--- src/rtl/pxs_pkg.sv ---
`timescale 1ns / 1ps

package pxs_pkg;

  localparam int unsigned DATA_W = 32;

  typedef struct packed {
    logic load;
    logic bwd_rd;
    logic bwd_mul;
    logic bwd_wr;
    logic fwd_rd;
    logic fwd_take;
  } cmd_t;

  typedef struct packed {
    logic idx_zero;
    logic at_end;
    logic out_free;
  } sts_t;

endpackage

--- src/rtl/pxs_ctrl.sv ---
`timescale 1ns / 1ps

module pxs_ctrl import pxs_pkg::*; (
  input  logic clk_i,
  input  logic rst_ni,
  input  logic in_valid_i,
  input  logic is_last_i,
  output logic in_stall_o,
  input  sts_t sts_i,
  output cmd_t cmd_o
);

  typedef enum logic [5:0] {
    ST_LOAD = 6'b000001,
    ST_BRD  = 6'b000010,
    ST_BMUL = 6'b000100,
    ST_BWR  = 6'b001000,
    ST_FRD  = 6'b010000,
    ST_FOUT = 6'b100000
  } state_e;

  state_e state_q, state_d;

  always_comb begin
    state_d = state_q;
    unique case (state_q)
      ST_LOAD: begin
        if (in_valid_i && is_last_i) begin
          state_d = ST_BRD;
        end
      end
      ST_BRD:  state_d = ST_BMUL;
      ST_BMUL: state_d = sts_i.idx_zero ? ST_BWR : ST_BRD;
      ST_BWR:  state_d = ST_FRD;
      ST_FRD:  state_d = ST_FOUT;
      ST_FOUT: begin
        if (sts_i.out_free) begin
          state_d = sts_i.at_end ? ST_LOAD : ST_FRD;
        end
      end
      default: state_d = ST_LOAD;
    endcase
  end

  always_ff @(posedge clk_i or negedge rst_ni) begin
    if (!rst_ni) begin
      state_q <= ST_LOAD;
    end else begin
      state_q <= state_d;
    end
  end

  assign in_stall_o     = state_q != ST_LOAD;
  assign cmd_o.load     = (state_q == ST_LOAD) && in_valid_i;
  assign cmd_o.bwd_rd   = state_q == ST_BRD;
  assign cmd_o.bwd_mul  = state_q == ST_BMUL;
  assign cmd_o.bwd_wr   = state_q == ST_BWR;
  assign cmd_o.fwd_rd   = state_q == ST_FRD;
  assign cmd_o.fwd_take = (state_q == ST_FOUT) && sts_i.out_free;

  a_onehot: assert property (@(posedge clk_i) disable iff (!rst_ni)
    $onehot(state_q))
    else $error("state register not one-hot");

  a_walk_order: assert property (@(posedge clk_i) disable iff (!rst_ni)
    state_q == ST_BWR |=> state_q == ST_FRD)
    else $error("backward walk not followed by forward read");

  a_run_done: assert property (@(posedge clk_i) disable iff (!rst_ni)
    cmd_o.fwd_take && sts_i.at_end |=> state_q == ST_LOAD && !in_stall_o)
    else $error("no return to loading after final word");

endmodule

--- config.mk ---
export PLATFORM = sky130hd
export DESIGN_NAME = pxs_ctrl
export DESIGN_NICKNAME = d
export VERILOG_FILES = /design/src/rtl/pxs_pkg.sv /design/src/rtl/pxs_ctrl.sv
export SDC_FILE = /design/constraint.sdc
export NUM_CORES = 1
export LEC_CHECK = 0
export ABC_AREA = 1
export BUFFER_PORTS_ARGS = -buffer_cell sky130_fd_sc_hd__buf_4
export CAP_MARGIN = 20
export CELL_PAD_IN_SITES_DETAIL_PLACEMENT = 0
export CELL_PAD_IN_SITES_GLOBAL_PLACEMENT = 1
export CORE_UTILIZATION = 33
export DETAILED_ROUTE_END_ITERATION = 7
export PLACE_DENSITY = 0.75
export SETUP_SLACK_MARGIN = 0.4
export SLEW_MARGIN = 20
export SYNTH_ARGS = -nofsm -noshare
export SYNTH_HDL_FRONTEND = slang
export SYNTH_SLANG_ARGS = --single-unit
export TNS_END_PERCENT = 20
--- constraint.sdc ---
create_clock -name clk_i -period 1.4 [get_ports clk_i]
set_input_delay 0.28 -clock clk_i [delete_from_list [all_inputs] [get_ports clk_i]]
set_output_delay 0.28 -clock clk_i [all_outputs]
set_load 0.02 [all_outputs]
==> metrics, run 1 <==
status=finished, violations left; failing checks=setup timing; Pins Over Slew Limit=0; clock root buffer=clkbuf_4; Antenna Violating Nets Remaining=0; IO buf count=13; Inserted Diodes=0; gr usage total=17.7%; proportion of layout cells with a drive suffix above 1=65.2%; Total Power=1.24 mW; PD cells=1640 mW/mm2; CTS clk-pin slew, worst paths=0.05 ns; Final Hold Vio Count=0; CP max-delay cell=dfstp_2; Largest regs=state_q: 6 flops; total negative slack=-0.980 ns; final instance area=756 um2; clk_lat worst skew=0.24 ns; CTS Buf Count=3; placed standard-cell area=619 um2; fill cell count=124; Wirelength per Cell=10.9 um; largest net degree at the start of global routing=7; H-Tree Depth=1; Synth area leaders=dfrtp_1, nand2_2, inv_1; initial antenna violation count=0; maximum clock rate=627 MHz; Crit. End Element=output pin; RSZ-0062 raised after global routing=yes; core area=0.00130 mm2; reg-to-reg slack, setup=0.15 ns; CTS Sinks=6; DR iter-0 viols=1; met3 Resource Use GR=1.70%; period utilization=114%; critical path's most frequent cell=inv_2; max incr delay on CP=0.57 ns; Initial Utilization=35.2%; relative slew slack=82.5%; clk buf depth=2; Most flops, register=state_q; Yosys top cell by area=dfrtp_1; number of I/O pins=14; # setup viols final=7; mapped cell area=458 um2; gr busiest metal=met2; syn avg cell area=7.39 um2; MaxCap Viol Count=0; RD Place Congestion=0.706; critical path class=register to output pin; FF/Latch Area=156 um2; post-DR vias/cell=4.42; met1 usage in global routing=21.5%; Tmin final=1.59 ns; Worst EP required=1.12 ns; Pleak=0.388 nW; HPWL Detailed=814 um; Warnings, synthesis=0; maximum VDD drop=856 uV; Via Count=473; share of the synthesized area in the top cell type=27.3%; Yosys cell types=19; Die Y-Extent=39.3 um; CP Launch Type=register; skew final=0.00715 ns; Final nets=100; vias in the first global route=450; Multi-input gate area=294 um2; #FFs+latches synth=6; Mapped Cells=62; setup ws final=-0.194 ns; CTS tree=done; GRT Residual Overflow=0; Hold Path Class=input pin to register; post-route DRC violation count=0; CP max FO=3; Worst Max-Slew Pin Slew=0.260 ns; arrival time of the worst setup path=1.31 ns; Mapped Nets=69; met2 Resource Use GR=31.3%; # rows=13; die width=39.3 um; drt total wl=1.17 mm; First-pass DRT Iterations=4; Largest register FFs=6; Area Overhead vs Synth=65.0%; crit-path cells=inv_2 > nor3_4 > inv_2 > nor2_4 > buf_6; sequential area share after synthesis=33.1%; Die Area=0.00154 mm2; first-pass GRT wire length=1.78 mm
==> worst max-delay path, delay by kind of cell, from the launching register on <==
| kind | cells | cell delay [ns] |
|---|---|---|
| flops | 1 | 0.57 |
| simple gates | 2 | 0.24 |
| buf+inv | 3 | 0.26 |
==> stage by stage <==
stage	instances	util, %	setup WS, ns	hold slack (ns)
3_3_place_gp	94	47.6	0.0327	0.0907
6_report	107	58.1	-0.194	0.292
5_1_grt	107	58.1	-0.255	0.291
2_1_floorplan	62	-	0.0797	-0.0156
4_1_cts	103	55.2	-0.194	0.293
3_5_place_dp	94	47.6	0.0265	0.0931
==> layer usage <==
metal / wire [um] / part of all wire [%]
met1: 476 / 41
met2: 646 / 55
met3: 45 / 3.9
met4: 0 / 0
met5: 0 / 0
==> worst paths after layout <==
check,start,endpoint,cells past startpoint
max,state_q[0]$_DFFE_PN1P_,cmd_o[5],5
min,sts_i[2],state_q[3]$_DFFE_PN0P_,3
max reg2reg,state_q[5]$_DFFE_PN0P_,state_q[0]$_DFFE_PN1P_,7
min reg2reg,state_q[3]$_DFFE_PN0P_,state_q[3]$_DFFE_PN0P_,1
max in group asynchronous,rst_ni,state_q[0]$_DFFE_PN1P_,2
min in group asynchronous,rst_ni,state_q[5]$_DFFE_PN0P_,2
==> final cells by class <==
class                   count  share of cell area (%)
inverters                  14                    7.28
flip-flops and latches      6                    20.7
clock buffers               4                    3.48
well taps                  15                    2.48
repair buffers             26                    27.2
multi-input cells          42                    38.9
==> power by group <==
part,total (mW),switching [mW],internal [mW]
sequential,0.295,0.0683,0.227
combinational,0.768,0.413,0.355
clock,0.174,0.0656,0.108
==> layout by cell type (no fill, tap or decap) <==
cell and instances:
a31oi_1 1, a21oi_2 2, inv_1 9, nand2_4 1, nor2_1 7, nand4_2 1
nor3_1 1, nand2_1 5, buf_4 23, nand3_1 1, inv_4 1, nor3_2 3
buf_6 2, o21ai_1 2, nand4_1 1, nor2_4 6, inv_2 4, nor3_4 1
nand2_2 5, o21ai_0 1, nor4_1 1, clkbuf_4 3, nor2_2 3, clkbuf_1 1
dlygate4sd3_1 1, dfrtp_2 4, dfrtp_1 1, dfstp_2 1
==> timing repair <==
| action | in CTS | in global routing |
|---|---|---|
| hold endpoints to repair | 5 | 0 |
| hold buffers | 1 | 0 |
| pin swaps | 4 | 5 |
| setup endpoints to repair | 11 | 13 |
| gates resized for setup | 10 | 4 |
| setup buffers | 4 | 4 |
==> Yosys cell counts (all sizes together) <==
master	n
nor3	5
dfstp	1
nand3	1
nor2	16
nand2	11
a31oi	1
inv	14
a21oi	2
nor4	1
nand4	2
o21ai	3
dfrtp	5
==> cell families (layout without fill, tap and decap cells) <==
logic type      Yosys count  after routing  synth area share (%)
buf+inv                  14             44                  11.5
flops                     6              6                  33.1
compound gates            6              6                  7.65
simple gates             36             36                  47.8
No activity file was read; power rests on OpenSTA's default activity.
==> run 2, diff against run 1 <==
Settings changed: PLACE_DENSITY 0.75 to not set, PLACE_DENSITY_LB_ADDON set to 0.1, RECOVER_POWER set to 100.
==> metrics, run 2 (synthesis gave the netlist of run 1 again) <==
MaxCap Viol Count=0 (unchanged); gr usage total=18.9% (+1.2 points); CTS clk-pin slew, worst paths=0.05 ns (about the same); critical path class=register to output pin; failing checks=setup timing; GRT Residual Overflow=0 (unchanged); period utilization=113% (-0.58 points); # setup viols final=7 (unchanged); HPWL Detailed=804 um (-1.3%); Largest regs=state_q: 6 flops; die width=39.3 um (unchanged); post-route DRC violation count=0 (unchanged); Largest register FFs=6 (unchanged); Worst EP required=1.12 ns (about the same); status=finished, violations left; largest net degree at the start of global routing=7 (unchanged); Area Overhead vs Synth=65.3%; gr busiest metal=met2; skew final=0.00648 ns (-0.000675 ns); Most flops, register=state_q; met1 usage in global routing=23.2% (+1.7 points); hold_sp=sts_i[2]; clock root buffer=clkbuf_4; CTS Sinks=6 (unchanged); clk_lat worst skew=0.25 ns (about the same); most frequent cells in the layout=buf_4, inv_1, nor2_1, nor2_4; setup ws final=-0.186 ns (+0.00813 ns); Die Area=0.00154 mm2 (unchanged); Reg2Reg Launch Point=state_q[5]$_DFFE_PN0P_; RD Place Congestion=0.692 (-2.0%); CTS Buf Count=3 (unchanged); clk buf depth=2 (unchanged); placed standard-cell area=619 um2 (unchanged); relative slew slack=75.7% (-6.8 points); Inserted Diodes=0 (unchanged); IO buf count=13 (unchanged); # rows=13 (unchanged); H-Tree Depth=1 (unchanged); Pins Over Slew Limit=0 (unchanged); post-DR vias/cell=4.40 (-0.42%); RR Endpoint=state_q[0]$_DFFE_PN1P_; Setup WS pre-CTS=0.0362 ns (+0.00965 ns); Worst Max-Slew Pin Slew=0.365 ns (+0.105 ns); Final Hold Vio Count=0 (unchanged); Hold Path Class=input pin to register; Antenna Violating Nets Remaining=0 (unchanged); Final nets=100 (unchanged); fill cell count=130 (+4.8%); RSZ-0062 raised after global routing=yes; Tmin final=1.59 ns (-0.00813 ns); Initial Utilization=35.2% (unchanged); initial antenna violation count=0 (unchanged); CP Launch Type=register; vias in the first global route=440 (-2.2%); Via Count=471 (-0.42%); maximum VDD drop=872 uV (+1.8%); reg-to-reg slack, setup=0.08 ns (-0.07 ns); First-pass DRT Iterations=2 (-2); arrival time of the worst setup path=1.31 ns (about the same); met2 Resource Use GR=28.3% (-2.9 points); CP max FO=4 (+1); Hold Path Depth=3 (unchanged); maximum clock rate=630 MHz (+0.51%); Hold EP=state_q[3]$_DFFE_PN0P_; Die Y-Extent=39.3 um (unchanged); most common cell after layout, fill and taps aside=buf_4; number of I/O pins=14 (unchanged); Pleak=0.388 nW (about the same); CTS tree=done; proportion of layout cells with a drive suffix above 1=64.1% (-1.1 points); met3 Resource Use GR=8.52% (+6.8 points); Crit. End Element=output pin; Wirelength per Cell=10.3 um (-5.8%); core area=0.00130 mm2 (unchanged); R2R cell count=8 (+1); DR iter-0 viols=4 (+3); final instance area=757 um2 (+0.17%); first-pass GRT wire length=1.81 mm (+1.9%); drt total wl=1.10 mm (-5.8%); PD cells=1580 mW/mm2 (-3.2%)
run 2: cell count changes in the layout (fill, tap and decap cells not counted), sizes merged:
| cell | previous run | this run |
|---|---|---|
| buf | 25 | 24 |
| clkbuf | 4 | 5 |
run 2: cell type report:
cell class                 count  area, um2  area share, %
tap                           15       18.8           2.48
inverter                      14       55.1           7.27
sequential                     6        155           20.5
multi-input combinational     42        300           39.7
timing repair buffer          26        201           26.6
clock buffer                   4       26.3           3.47
run 2: report_power, final:
group	switching, mW	leakage [nW]	internal, mW
logic	0.395	0.299	0.329
registers	0.0686	0.0741	0.225
clock network	0.0730	0.0150	0.109
total	0.537	0.388	0.662
run 2: stage by stage:
step	std cells	setup TNS [ns]	hold WS, ns	power (mW)	util [%]
global placement	94	0	0.0959	0.866	47.6
CTS	106	-1.13	0.293	1.15	56.0
finish	107	-1.14	0.284	1.20	58.2
detailed placement	94	0	0.0961	0.863	47.6
floorplan	62	0	-0.0156	0.684	-
global route	107	-1.81	0.279	1.30	58.2
run 2: per-layer routing:
| layer | up-vias | share of wire, % |
|---|---|---|
| met5 | - | 0 |
| met4 | 0 | 0 |
| met3 | 0 | 5.7 |
| met2 | 13 | 47 |
| met1 | 207 | 47 |
| li1 | 251 | - |
run 2: timing repair:
item | CTS | global route
endpoints found under the hold margin | 5 | 0
resized for setup | 6 | 7
hold buffers | 1 | 0
endpoints found under the setup margin | 11 | 12
cloned | 0 | 0
pin swaps | 4 | 3
setup buffers | 7 | 1
run 2: worst max path at each step:
stage | slack (ns) | cells past startpoint | end | start
finish | -0.19 | 5 | cmd_o[4] | state_q[2]$_DFFE_PN0P_
global route | -0.28 | 5 | cmd_o[4] | state_q[5]$_DFFE_PN0P_
CTS | -0.18 | 6 | cmd_o[5] | state_q[4]$_DFFE_PN0P_
floorplan | 0.08 | 5 | cmd_o[5] | state_q[3]$_DFFE_PN0P_
detailed placement | 0.04 | 6 | cmd_o[5] | state_q[5]$_DFFE_PN0P_
global placement | 0.04 | 6 | cmd_o[5] | state_q[5]$_DFFE_PN0P_
run 2: worst max-delay path: stages (launching register included):
cell	delay, ns
dfrtp_1	0.43
nor2_4	0.17
nand2_4	0.08
buf_4	0.14
nor3_2	0.09
buf_4	0.16
